[src/rtl/pngsw_pkg.sv]
// Shared types, constants and the CRC-32 byte step for the PNG stream writer.
`timescale 1ns / 1ps
package pngsw_pkg;

    localparam logic [31:0] CRC_POLY   = 32'hEDB88320;
    localparam logic [31:0] CRC_ONES   = 32'hFFFFFFFF;
    localparam logic [31:0] IEND_CRC   = 32'hAE426082;
    localparam logic [16:0] ADLER_MOD  = 17'd65521;
    localparam logic [15:0] BLOCK_MAX  = 16'hFFFF;
    localparam logic [2:0]  ADDR_WIDTH  = 3'd0;
    localparam logic [2:0]  ADDR_HEIGHT = 3'd4;

    typedef struct packed {
        logic [7:0] data;
        logic       sof;
        logic       sor;
        logic       eof;
    } pngsw_item_t;

    typedef enum logic [5:0] {
        ST_IDLE  = 6'b000001,
        ST_HDR   = 6'b000010,
        ST_BLK   = 6'b000100,
        ST_FILT  = 6'b001000,
        ST_PIX   = 6'b010000,
        ST_TRAIL = 6'b100000
    } pngsw_state_t;

    function automatic logic [31:0] crc_byte(input logic [31:0] c, input logic [7:0] b);
        logic [31:0] r;
        r = c ^ {24'b0, b};
        for (int k = 0; k < 8; k++) begin
            r = r[0] ? (CRC_POLY ^ (r >> 1)) : (r >> 1);
        end
        return r;
    endfunction

endpackage

[src/rtl/pngsw_queue.sv]
// Short word queue between the classifying front and the emitting back.
`timescale 1ns / 1ps
module pngsw_queue
(
    input  logic                  clk,
    input  logic                  rst_n,
    input  logic                  push,
    input  pngsw_pkg::pngsw_item_t push_item,
    input  logic                  pop,
    output logic                  full,
    output logic                  nonempty,
    output pngsw_pkg::pngsw_item_t head
);
    localparam int DEPTH = 4;

    pngsw_pkg::pngsw_item_t mem [DEPTH];
    logic [1:0] wr_ptr_reg;
    logic [1:0] rd_ptr_reg;
    logic [2:0] count_reg;
    logic [2:0] count_next;

    assign full     = (count_reg == 3'(DEPTH));
    assign nonempty = (count_reg != 3'd0);
    assign head     = mem[rd_ptr_reg];

    always_comb
    begin
        count_next = count_reg;
        if (push && !pop)
        begin
            count_next = count_reg + 3'd1;
        end
        else if (pop && !push)
        begin
            count_next = count_reg - 3'd1;
        end
    end

    always_ff @(posedge clk)
    begin
        if (push)
        begin
            mem[wr_ptr_reg] <= push_item;
        end
    end

    always_ff @(posedge clk or negedge rst_n)
    begin
        if (!rst_n)
        begin
            wr_ptr_reg <= '0;
            rd_ptr_reg <= '0;
            count_reg  <= '0;
        end
        else
        begin
            if (push)
            begin
                wr_ptr_reg <= wr_ptr_reg + 2'd1;
            end
            if (pop)
            begin
                rd_ptr_reg <= rd_ptr_reg + 2'd1;
            end
            count_reg <= count_next;
        end
    end
endmodule

[src/rtl/pngsw_front.sv]
// Input side: accepts pixel words and marks file start, row start and file end.
`timescale 1ns / 1ps
module pngsw_front
(
    input  logic                   clk,
    input  logic                   rst_n,
    input  logic                   in_valid,
    output logic                   in_stall,
    input  logic [7:0]             pixel_byte,
    input  logic [14:0]            width,
    input  logic [14:0]            height,
    input  logic                   q_full,
    output logic                   push,
    output pngsw_pkg::pngsw_item_t push_item,
    output logic                   busy
);
    logic        in_file_reg;
    logic [16:0] pos_reg;
    logic [14:0] row_reg;
    logic [16:0] last_pos;
    logic        eol;
    logic        eof;

    assign in_stall = q_full;
    assign push     = in_valid && !q_full;
    assign busy     = in_file_reg;
    assign last_pos = {width, 2'b00} - 17'd1;
    assign eol      = (pos_reg == last_pos);
    assign eof      = eol && (row_reg == height - 15'd1);

    always_comb
    begin
        push_item.data = pixel_byte;
        push_item.sof  = !in_file_reg;
        push_item.sor  = (pos_reg == 17'd0);
        push_item.eof  = eof;
    end

    always_ff @(posedge clk or negedge rst_n)
    begin
        if (!rst_n)
        begin
            in_file_reg <= 1'b0;
            pos_reg     <= '0;
            row_reg     <= '0;
        end
        else if (push)
        begin
            if (eof)
            begin
                in_file_reg <= 1'b0;
                pos_reg     <= '0;
                row_reg     <= '0;
            end
            else
            begin
                in_file_reg <= 1'b1;
                pos_reg     <= eol ? 17'd0 : pos_reg + 17'd1;
                row_reg     <= eol ? row_reg + 15'd1 : row_reg;
            end
        end
    end
endmodule

[src/rtl/pngsw_back.sv]
// Output side: emits header, stored block framing, raw bytes and trailer.
`timescale 1ns / 1ps
module pngsw_back
(
    input  logic                   clk,
    input  logic                   rst_n,
    input  logic [14:0]            width,
    input  logic [14:0]            height,
    input  logic                   q_valid,
    input  pngsw_pkg::pngsw_item_t q_item,
    output logic                   pop,
    output logic                   out_valid,
    input  logic                   out_stall,
    output logic [7:0]             out_byte,
    output logic                   last_of_run,
    output logic                   end_of_file
);
    localparam logic [5:0] HDR_LAST = 6'd42;
    localparam logic [5:0] BLK_LAST = 6'd4;
    localparam logic [5:0] TRL_LAST = 6'd19;

    pngsw_pkg::pngsw_state_t state_reg, state_next;
    logic [5:0]              idx_reg, idx_next;
    pngsw_pkg::pngsw_item_t  item_reg, item_next;
    logic                    tofilt_reg, tofilt_next;
    logic [15:0] fill_reg;
    logic [31:0] left_reg;
    logic [31:0] crc_reg;
    logic [15:0] alo_reg;
    logic [15:0] ahi_reg;
    logic [31:0] raw_reg;
    logic [17:0] blocks_reg;
    logic [31:0] len_reg;
    logic        out_valid_reg;
    logic [7:0]  out_byte_reg;
    logic        last_reg;
    logic        eof_reg;

    logic        adv;
    logic [7:0]  gen_byte;
    logic        crc_en;
    logic        crc_init;
    logic        raw_en;
    logic        phase_end;
    logic        last_run;
    logic        last_file;
    logic [31:0] crc_nx;
    logic [31:0] crc_inv;
    logic [15:0] blk_size;
    logic [15:0] blk_inv;
    logic        blk_final;
    logic [7:0]  raw_b;
    logic [16:0] s1;
    logic [15:0] lo_n;
    logic [16:0] s2;
    logic [15:0] hi_n;
    logic [15:0] fill_inc;
    logic [15:0] fill_nx;
    logic [15:0] fill_after;
    logic        item_done;
    logic [32:0] div_y;
    logic [17:0] div_r;
    logic [17:0] div_q;

    assign adv       = (state_reg != pngsw_pkg::ST_IDLE) && (!out_valid_reg || !out_stall);
    assign crc_inv   = ~crc_reg;
    assign blk_final = (left_reg <= 32'(pngsw_pkg::BLOCK_MAX));
    assign blk_size  = blk_final ? left_reg[15:0] : pngsw_pkg::BLOCK_MAX;
    assign blk_inv   = ~blk_size;
    assign raw_b     = (state_reg == pngsw_pkg::ST_FILT) ? 8'h00 : item_reg.data;
    assign s1        = 17'(alo_reg) + 17'(raw_b);
    assign lo_n      = (s1 >= pngsw_pkg::ADLER_MOD) ? 16'(s1 - pngsw_pkg::ADLER_MOD)
                                                    : s1[15:0];
    assign s2        = 17'(ahi_reg) + 17'(lo_n);
    assign hi_n      = (s2 >= pngsw_pkg::ADLER_MOD) ? 16'(s2 - pngsw_pkg::ADLER_MOD)
                                                    : s2[15:0];
    assign fill_inc  = fill_reg + 16'd1;
    assign fill_nx   = (fill_inc == pngsw_pkg::BLOCK_MAX) ? 16'd0 : fill_inc;
    assign fill_after = (adv && raw_en) ? fill_nx : fill_reg;
    assign crc_nx    = pngsw_pkg::crc_byte(crc_init ? pngsw_pkg::CRC_ONES : crc_reg, gen_byte);

    always_comb
    begin
        gen_byte  = 8'h00;
        crc_en    = 1'b0;
        crc_init  = 1'b0;
        raw_en    = 1'b0;
        phase_end = 1'b0;
        last_run  = 1'b0;
        last_file = 1'b0;
        unique case (state_reg)
            pngsw_pkg::ST_HDR:
            begin
                phase_end = (idx_reg == HDR_LAST);
                crc_en    = (idx_reg >= 6'd12 && idx_reg <= 6'd28) || idx_reg >= 6'd37;
                crc_init  = (idx_reg == 6'd12) || (idx_reg == 6'd37);
                case (idx_reg)
                    6'd0:  gen_byte = 8'h89;
                    6'd1:  gen_byte = 8'h50;
                    6'd2:  gen_byte = 8'h4E;
                    6'd3:  gen_byte = 8'h47;
                    6'd4:  gen_byte = 8'h0D;
                    6'd5:  gen_byte = 8'h0A;
                    6'd6:  gen_byte = 8'h1A;
                    6'd7:  gen_byte = 8'h0A;
                    6'd11: gen_byte = 8'h0D;
                    6'd12: gen_byte = 8'h49;
                    6'd13: gen_byte = 8'h48;
                    6'd14: gen_byte = 8'h44;
                    6'd15: gen_byte = 8'h52;
                    6'd18: gen_byte = {1'b0, width[14:8]};
                    6'd19: gen_byte = width[7:0];
                    6'd22: gen_byte = {1'b0, height[14:8]};
                    6'd23: gen_byte = height[7:0];
                    6'd24: gen_byte = 8'h08;
                    6'd25: gen_byte = 8'h06;
                    6'd29: gen_byte = crc_inv[31:24];
                    6'd30: gen_byte = crc_inv[23:16];
                    6'd31: gen_byte = crc_inv[15:8];
                    6'd32: gen_byte = crc_inv[7:0];
                    6'd33: gen_byte = len_reg[31:24];
                    6'd34: gen_byte = len_reg[23:16];
                    6'd35: gen_byte = len_reg[15:8];
                    6'd36: gen_byte = len_reg[7:0];
                    6'd37: gen_byte = 8'h49;
                    6'd38: gen_byte = 8'h44;
                    6'd39: gen_byte = 8'h41;
                    6'd40: gen_byte = 8'h54;
                    6'd41: gen_byte = 8'h78;
                    6'd42: gen_byte = 8'h01;
                    default: gen_byte = 8'h00;
                endcase
            end
            pngsw_pkg::ST_BLK:
            begin
                phase_end = (idx_reg == BLK_LAST);
                crc_en    = 1'b1;
                case (idx_reg)
                    6'd0:    gen_byte = {7'b0, blk_final};
                    6'd1:    gen_byte = blk_size[7:0];
                    6'd2:    gen_byte = blk_size[15:8];
                    6'd3:    gen_byte = blk_inv[7:0];
                    default: gen_byte = blk_inv[15:8];
                endcase
            end
            pngsw_pkg::ST_FILT, pngsw_pkg::ST_PIX:
            begin
                phase_end = 1'b1;
                crc_en    = 1'b1;
                raw_en    = 1'b1;
                gen_byte  = raw_b;
                last_run  = (state_reg == pngsw_pkg::ST_PIX) && !item_reg.eof;
            end
            pngsw_pkg::ST_TRAIL:
            begin
                phase_end = (idx_reg == TRL_LAST);
                last_run  = phase_end;
                last_file = phase_end;
                crc_en    = (idx_reg <= 6'd3);
                case (idx_reg)
                    6'd0:  gen_byte = ahi_reg[15:8];
                    6'd1:  gen_byte = ahi_reg[7:0];
                    6'd2:  gen_byte = alo_reg[15:8];
                    6'd3:  gen_byte = alo_reg[7:0];
                    6'd4:  gen_byte = crc_inv[31:24];
                    6'd5:  gen_byte = crc_inv[23:16];
                    6'd6:  gen_byte = crc_inv[15:8];
                    6'd7:  gen_byte = crc_inv[7:0];
                    6'd12: gen_byte = 8'h49;
                    6'd13: gen_byte = 8'h45;
                    6'd14: gen_byte = 8'h4E;
                    6'd15: gen_byte = 8'h44;
                    6'd16: gen_byte = pngsw_pkg::IEND_CRC[31:24];
                    6'd17: gen_byte = pngsw_pkg::IEND_CRC[23:16];
                    6'd18: gen_byte = pngsw_pkg::IEND_CRC[15:8];
                    6'd19: gen_byte = pngsw_pkg::IEND_CRC[7:0];
                    default: gen_byte = 8'h00;
                endcase
            end
            pngsw_pkg::ST_IDLE:
            begin
                gen_byte = 8'h00;
            end
            default:
            begin
                gen_byte = 8'h00;
            end
        endcase
    end

    assign item_done = adv && phase_end &&
                       (((state_reg == pngsw_pkg::ST_PIX) && !item_reg.eof) ||
                        (state_reg == pngsw_pkg::ST_TRAIL));
    assign pop = q_valid && ((state_reg == pngsw_pkg::ST_IDLE) || item_done);

    always_comb
    begin
        state_next  = state_reg;
        idx_next    = idx_reg;
        tofilt_next = tofilt_reg;
        item_next   = item_reg;
        if (adv)
        begin
            if (!phase_end)
            begin
                idx_next = idx_reg + 6'd1;
            end
            else
            begin
                idx_next = 6'd0;
                priority case (1'b1)
                    state_reg == pngsw_pkg::ST_HDR:
                    begin
                        tofilt_next = item_reg.sor;
                        if (fill_after == 16'd0)
                        begin
                            state_next = pngsw_pkg::ST_BLK;
                        end
                        else
                        begin
                            state_next = item_reg.sor ? pngsw_pkg::ST_FILT : pngsw_pkg::ST_PIX;
                        end
                    end
                    state_reg == pngsw_pkg::ST_BLK:
                    begin
                        state_next = tofilt_reg ? pngsw_pkg::ST_FILT : pngsw_pkg::ST_PIX;
                    end
                    state_reg == pngsw_pkg::ST_FILT:
                    begin
                        tofilt_next = 1'b0;
                        state_next  = (fill_after == 16'd0) ? pngsw_pkg::ST_BLK
                                                            : pngsw_pkg::ST_PIX;
                    end
                    state_reg == pngsw_pkg::ST_PIX:
                    begin
                        state_next = item_reg.eof ? pngsw_pkg::ST_TRAIL : pngsw_pkg::ST_IDLE;
                    end
                    default:
                    begin
                        state_next = pngsw_pkg::ST_IDLE;
                    end
                endcase
            end
        end
        if (pop)
        begin
            item_next   = q_item;
            idx_next    = 6'd0;
            tofilt_next = q_item.sor;
            if (q_item.sof)
            begin
                state_next = pngsw_pkg::ST_HDR;
            end
            else if (fill_after == 16'd0)
            begin
                state_next = pngsw_pkg::ST_BLK;
            end
            else
            begin
                state_next = q_item.sor ? pngsw_pkg::ST_FILT : pngsw_pkg::ST_PIX;
            end
        end
    end

    always_comb
    begin
        div_y = {1'b0, raw_reg} + 33'd65534;
        div_q = 18'(div_y[32:16]);
        div_r = 18'(div_y[15:0]) + 18'(div_y[32:16]);
        for (int k = 0; k < 3; k++)
        begin
            if (div_r >= 18'(pngsw_pkg::BLOCK_MAX))
            begin
                div_r = div_r - 18'(pngsw_pkg::BLOCK_MAX);
                div_q = div_q + 18'd1;
            end
        end
    end

    always_ff @(posedge clk)
    begin
        raw_reg    <= {17'b0, height} * {15'b0, width, 2'b01};
        blocks_reg <= div_q;
        len_reg    <= raw_reg + 32'd6 + {12'b0, blocks_reg, 2'b00} + {14'b0, blocks_reg};
        item_reg   <= item_next;
        if (adv)
        begin
            out_byte_reg <= gen_byte;
            last_reg     <= last_run;
            eof_reg      <= last_file;
        end
    end

    always_ff @(posedge clk or negedge rst_n)
    begin
        if (!rst_n)
        begin
            state_reg     <= pngsw_pkg::ST_IDLE;
            idx_reg       <= '0;
            tofilt_reg    <= 1'b0;
            out_valid_reg <= 1'b0;
            fill_reg      <= '0;
            left_reg      <= '0;
            crc_reg       <= pngsw_pkg::CRC_ONES;
            alo_reg       <= 16'd1;
            ahi_reg       <= '0;
        end
        else
        begin
            state_reg  <= state_next;
            idx_reg    <= idx_next;
            tofilt_reg <= tofilt_next;
            if (adv)
            begin
                out_valid_reg <= 1'b1;
            end
            else if (!out_stall)
            begin
                out_valid_reg <= 1'b0;
            end
            if (adv && crc_en)
            begin
                crc_reg <= crc_nx;
            end
            if (adv && state_reg == pngsw_pkg::ST_HDR && idx_reg == 6'd0)
            begin
                fill_reg <= '0;
                alo_reg  <= 16'd1;
                ahi_reg  <= '0;
            end
            if (adv && state_reg == pngsw_pkg::ST_HDR && idx_reg == 6'd33)
            begin
                left_reg <= raw_reg;
            end
            if (adv && raw_en)
            begin
                fill_reg <= fill_nx;
                alo_reg  <= lo_n;
                ahi_reg  <= hi_n;
                left_reg <= left_reg - 32'd1;
            end
        end
    end

    assign out_valid   = out_valid_reg;
    assign out_byte    = out_byte_reg;
    assign last_of_run = last_reg;
    assign end_of_file = eof_reg;
endmodule

[src/rtl/png_stored_stream_writer.sv]
// A word's first byte passes the queue, then the back part's state and output byte registers.
// Throughput: one byte per cycle unless stalled, limited by the single emitting back sequencer.
// A word emits 1 byte, plus 43 header bytes at file start, 1 filter byte at row start,
// 5 framing bytes per stored block and 20 trailer bytes at file end.
// A 4-word queue lets input words flow while the back part emits headers and trailers.
// Reset clears all control state and sets width and height to 1; no clearing pass is needed.
`timescale 1ns / 1ps
module png_stored_stream_writer
#(
    parameter int MAX_SIDE = 16384
)
(
    input  logic        clk,
    input  logic        rst_n,
    input  logic        psel,
    input  logic        penable,
    input  logic        pwrite,
    input  logic [2:0]  paddr,
    input  logic [31:0] pwdata,
    output logic [31:0] prdata,
    output logic        pready,
    input  logic        in_valid,
    output logic        in_stall,
    input  logic [7:0]  pixel_byte,
    output logic        out_valid,
    input  logic        out_stall,
    output logic [7:0]  out_byte,
    output logic        last_of_run,
    output logic        end_of_file
);
    logic [14:0] width_reg;
    logic [14:0] height_reg;
    logic [14:0] wval;
    logic [14:0] clamped;
    logic        busy;
    logic        q_full;
    logic        q_nonempty;
    logic        push;
    logic        pop;
    pngsw_pkg::pngsw_item_t push_item;
    pngsw_pkg::pngsw_item_t q_head;

    assign pready = 1'b1;
    assign wval   = pwdata[14:0];

    always_comb
    begin
        if (wval == 15'd0)
        begin
            clamped = 15'd1;
        end
        else if (32'(wval) > 32'(MAX_SIDE))
        begin
            clamped = 15'(MAX_SIDE);
        end
        else
        begin
            clamped = wval;
        end
    end

    always_comb
    begin
        case (paddr)
            pngsw_pkg::ADDR_WIDTH:  prdata = {17'b0, width_reg};
            pngsw_pkg::ADDR_HEIGHT: prdata = {17'b0, height_reg};
            default:                prdata = 32'b0;
        endcase
    end

    always_ff @(posedge clk or negedge rst_n)
    begin
        if (!rst_n)
        begin
            width_reg  <= 15'd1;
            height_reg <= 15'd1;
        end
        else if (psel && penable && pwrite && !busy)
        begin
            if (paddr == pngsw_pkg::ADDR_WIDTH)
            begin
                width_reg <= clamped;
            end
            else if (paddr == pngsw_pkg::ADDR_HEIGHT)
            begin
                height_reg <= clamped;
            end
        end
    end

    pngsw_front u_front
    (
        .clk        (clk),
        .rst_n      (rst_n),
        .in_valid   (in_valid),
        .in_stall   (in_stall),
        .pixel_byte (pixel_byte),
        .width      (width_reg),
        .height     (height_reg),
        .q_full     (q_full),
        .push       (push),
        .push_item  (push_item),
        .busy       (busy)
    );

    pngsw_queue u_queue
    (
        .clk       (clk),
        .rst_n     (rst_n),
        .push      (push),
        .push_item (push_item),
        .pop       (pop),
        .full      (q_full),
        .nonempty  (q_nonempty),
        .head      (q_head)
    );

    pngsw_back u_back
    (
        .clk         (clk),
        .rst_n       (rst_n),
        .width       (width_reg),
        .height      (height_reg),
        .q_valid     (q_nonempty),
        .q_item      (q_head),
        .pop         (pop),
        .out_valid   (out_valid),
        .out_stall   (out_stall),
        .out_byte    (out_byte),
        .last_of_run (last_of_run),
        .end_of_file (end_of_file)
    );
endmodule

[config.mk]
export PLATFORM = sky130hd
export DESIGN_NAME = png_stored_stream_writer
export DESIGN_NICKNAME = d
export VERILOG_FILES = /design/src/rtl/pngsw_pkg.sv /design/src/rtl/pngsw_queue.sv /design/src/rtl/pngsw_front.sv /design/src/rtl/pngsw_back.sv /design/src/rtl/png_stored_stream_writer.sv
export SDC_FILE = /design/constraint.sdc
export NUM_CORES = 2
export LEC_CHECK = 0
export ABC_CLOCK_PERIOD_IN_PS = 8660
export BUFFER_PORTS_ARGS = -buffer_cell sky130_fd_sc_hd__buf_2
export CAP_MARGIN = 20
export CORE_ASPECT_RATIO = 0.5
export CORE_MARGIN = 3
export CORE_UTILIZATION = 41
export CTS_CLUSTER_DIAMETER = 80
export DETAILED_ROUTE_END_ITERATION = 10
export HOLD_SLACK_MARGIN = 0.05
export PLACE_DENSITY = 0.58
export SETUP_SLACK_MARGIN = 0.3
export SLEW_MARGIN = 30
export SYNTH_ARGS = -nofsm -noshare
export SYNTH_HDL_FRONTEND = slang
export SYNTH_SLANG_ARGS = --single-unit
[constraint.sdc]
create_clock -name clk -period 8.66 [get_ports clk]
set_clock_uncertainty 0.15 [all_clocks]
set_input_delay 0.433 -clock clk [delete_from_list [all_inputs] [get_ports clk]]
set_output_delay 0.433 -clock clk [all_outputs]
set_load 0.05 [all_outputs]
==> reports/metrics.csv <==
metric,value,unit
route.detailed.wl_per_inst,20.6,um
period_minus_slack,7940,ps
antenna_found_initial,1,
die_h,205,um
grt_start_max_net_pins,75,
dp.cells,4729,
ys_ff_latch,342,
holdPathEnd,height_reg[9]$_DFFE_PN0P_,
startpoint_type,flop,
place_area,34000,um^2
synthCells,3718,
numPortBuffers,59,
syn_area_per_cell,8.72,um^2
ys_types,108,
synth_edf_count,64,
sw_frac_of_total,0.297,
synth_warnings,0,
num_rows,72,
nets,4211,
r2r-start,u_back.raw_reg[10]$_DFF_P_,
p_leak,16.0,nW
fmax,126,MHz
drt_wl_total,99100,um
htreeDepth,2,
hold_viol_final,0,
switching_power,1.21,mW
cts_max_path_buffers,3,
yosysSeqAreaShare,0.263,
worst_pin_slew,951,ps
min_path_cells,3,
initial_utilization,0.417,
dieArea,82700,um^2
crit_path_end_kind,flop,
viasPerCell,5.73,
drive_gt1_frac,0.117,
num_io_pins,95,
powerDensity,114,nW/um^2
grt_remaining_overflow,0,
area_growth,10.6,%
cp.required,9020,ps
numCtsBuffers,38,
rsz0062_at_grt,no,
setup_tns,0,ps
crit_path_frequent_cell,nor2_1,
hp-start,pwdata[9],
synth-async-reset-ratio,0.573,
cts_tree,done,
pwr-share-clk,0.419,
drt-initial-drc-count,2465,
vdd_drop_max,0.000101,V
ant_nets,0,
synthFlopType,dfrtp_1,
grt_pass1_wl,154000,um
final_common_cell,nand2_1,
largest_reg_flops,44,
netlist_area,32400,um^2
max-cap-violations,0,
gp_congestion,0.950,
clkSlewWorstSetupHoldPaths,60,ps
internal_power,2.88,mW
critPathKind,flop to flop,
slowest_stage,or3_4,
track_usage,0.235,
instances_no_fill,4815,
ff2ff_path_depth,32,
maxSlewHeadroom,0.359,
core-area,77700,um^2
grt_pass1_vias,26269,
drt_pass1_iterations,8,
seqPwrFrac,0.445,
drcViolationCount,0,
cts.sinks,342,
root_buffer,clkbuf_16,
setup_viol,0,
utilization,0.461,
dp.final_hpwl,74600,um
drv_slew,0,
stdcell_area,35900,um^2
hold_ws,122,ps
vias,27604,
r2r_end,u_back.blocks_reg[9]$_DFF_P_,
ff2ff_setup_slack,720,ps
worstPathArrival,8290,ps
outcome,finished clean,
die_w,404,um
combPwrFrac,0.136,
period_share,0.916,
layout_common_cells,"nand2_1, nor2_1, inv_1",
min_path_type,input port to flop,
clk_latency,590,ps
top_register,u_queue.mem,
path_max_fanout,8,
critical_path.max_stage_delay,460,ps
## cells by family after synthesis
family          count (synthesis)  synth area share
flops                         342             0.263
fa+ha+maj                     414             0.206
mux                            60            0.0240
buf+inv                       494            0.0604
other cells                     2          0.000232
xor+xnor                      335            0.0914
simple gates                 1330             0.201
compound gates                741             0.154
## power by group through the flow
| stage | sequential (mW) | clock, mW | combinational (mW) |
|---|---|---|---|
| after floorplan | 1.79 | 0 | 0.439 |
| after global routing | 1.83 | 1.81 | 0.609 |
| after CTS | 1.82 | 1.75 | 0.548 |
| final | 1.82 | 1.71 | 0.556 |
| after global placement | 1.84 | 0 | 0.533 |
| after detailed placement | 1.85 | 0 | 0.541 |
## cell usage after synthesis, types with 10 or more instances
master / number / share of area
a211oi_1: 24 / 0.0056
a21boi_0: 10 / 0.0023
a21o_1: 30 / 0.0069
a21oi_1: 176 / 0.027
a221o_1: 10 / 0.0031
a221oi_1: 17 / 0.0046
a22o_1: 32 / 0.0086
a31oi_1: 30 / 0.0058
and2_1: 115 / 0.022
and3_1: 47 / 0.0091
buf_1: 13 / 0.0015
buf_4: 21 / 0.0049
clkbuf_1: 163 / 0.019
dfrtp_1: 160 / 0.12
dfstp_2: 36 / 0.029
dfxtp_1: 82 / 0.051
edfxtp_1: 64 / 0.059
fa_1: 200 / 0.12
ha_1: 213 / 0.082
inv_1: 286 / 0.033
mux2_2: 33 / 0.011
mux2i_1: 16 / 0.0049
mux4_2: 11 / 0.0076
nand2_1: 397 / 0.046
nand2b_1: 39 / 0.0075
nand3_1: 103 / 0.016
nand4_1: 36 / 0.0069
nor2_1: 310 / 0.036
nor2b_1: 37 / 0.0071
nor3_1: 92 / 0.014
nor3b_1: 13 / 0.0030
nor4_1: 41 / 0.0079
o211ai_1: 18 / 0.0042
o21ai_0: 182 / 0.028
o21bai_1: 25 / 0.0058
o22ai_1: 32 / 0.0062
o31ai_1: 18 / 0.0042
o41ai_1: 10 / 0.0027
or2_2: 10 / 0.0019
or3_1: 28 / 0.0054
xnor2_1: 225 / 0.061
xor2_1: 108 / 0.029
## per-stage QoR
| step | worst slack, ps | total power, mW |
|---|---|---|
| finish | 725 | 4.09 |
| global route | 203 | 4.25 |
| CTS | 276 | 4.12 |
| detailed placement | 150 | 2.39 |
| global placement | 204 | 2.38 |
| floorplan | 440 | 2.23 |
## critical path: cells and delay by family (launching register included)
family | cells | cell delay [ps]
and+or+nand+nor | 15 | 3040
AOI/OAI and AO/OA | 5 | 1650
adders and majority gates | 3 | 1050
buffers and inverters | 6 | 1020
xor gates and xnor gates | 3 | 630
DFF | 1 | 330
## layer usage
layer	track usage	vias to the layer above	part of all wire
met4	0.0516	0	0.019
met5	0	-	0
met2	0.365	880	0.45
li1	-	12874	-
met1	0.347	13720	0.47
met3	0.0322	130	0.065
## final cells by class
cell class | instances | area (um^2)
Multi-Input combinational cell | 2899 | 22400
Clock inverter | 18 | 203
Antenna cell | 1 | 2.50
Sequential cell | 342 | 8520
Fill cell | 7519 | 41900
Tap cell | 1036 | 1300
Clock buffer | 52 | 1070
Inverter | 286 | 1070
Timing Repair Buffer | 181 | 1260
## worst max path at each step
stage	slack, ps	cells after the start	startpoint	to
after floorplan	440	38	u_back.state_reg[1]$_DFFE_PN0P_	u_back.ahi_reg[11]$_DFFE_PN0P_
after global placement	200	39	u_back.state_reg[1]$_DFFE_PN0P_	u_back.ahi_reg[11]$_DFFE_PN0P_
after detailed placement	150	39	u_back.state_reg[1]$_DFFE_PN0P_	u_back.ahi_reg[7]$_DFFE_PN0P_
after CTS	280	32	u_back.raw_reg[1]$_DFF_P_	u_back.blocks_reg[15]$_DFF_P_
after global routing	200	38	u_back.state_reg[1]$_DFFE_PN0P_	u_back.ahi_reg[13]$_DFFE_PN0P_
final	720	32	u_back.raw_reg[10]$_DFF_P_	u_back.blocks_reg[9]$_DFF_P_
## repair_timing
action,in CTS,in global routing
setup buffers,0,5
endpoints found under the setup margin,22,33
hold endpoints to repair,72,0
hold buffers,10,0
pin swaps,0,5
resized for setup,9,68
Note: power is estimated with default switching activity, not from simulation.
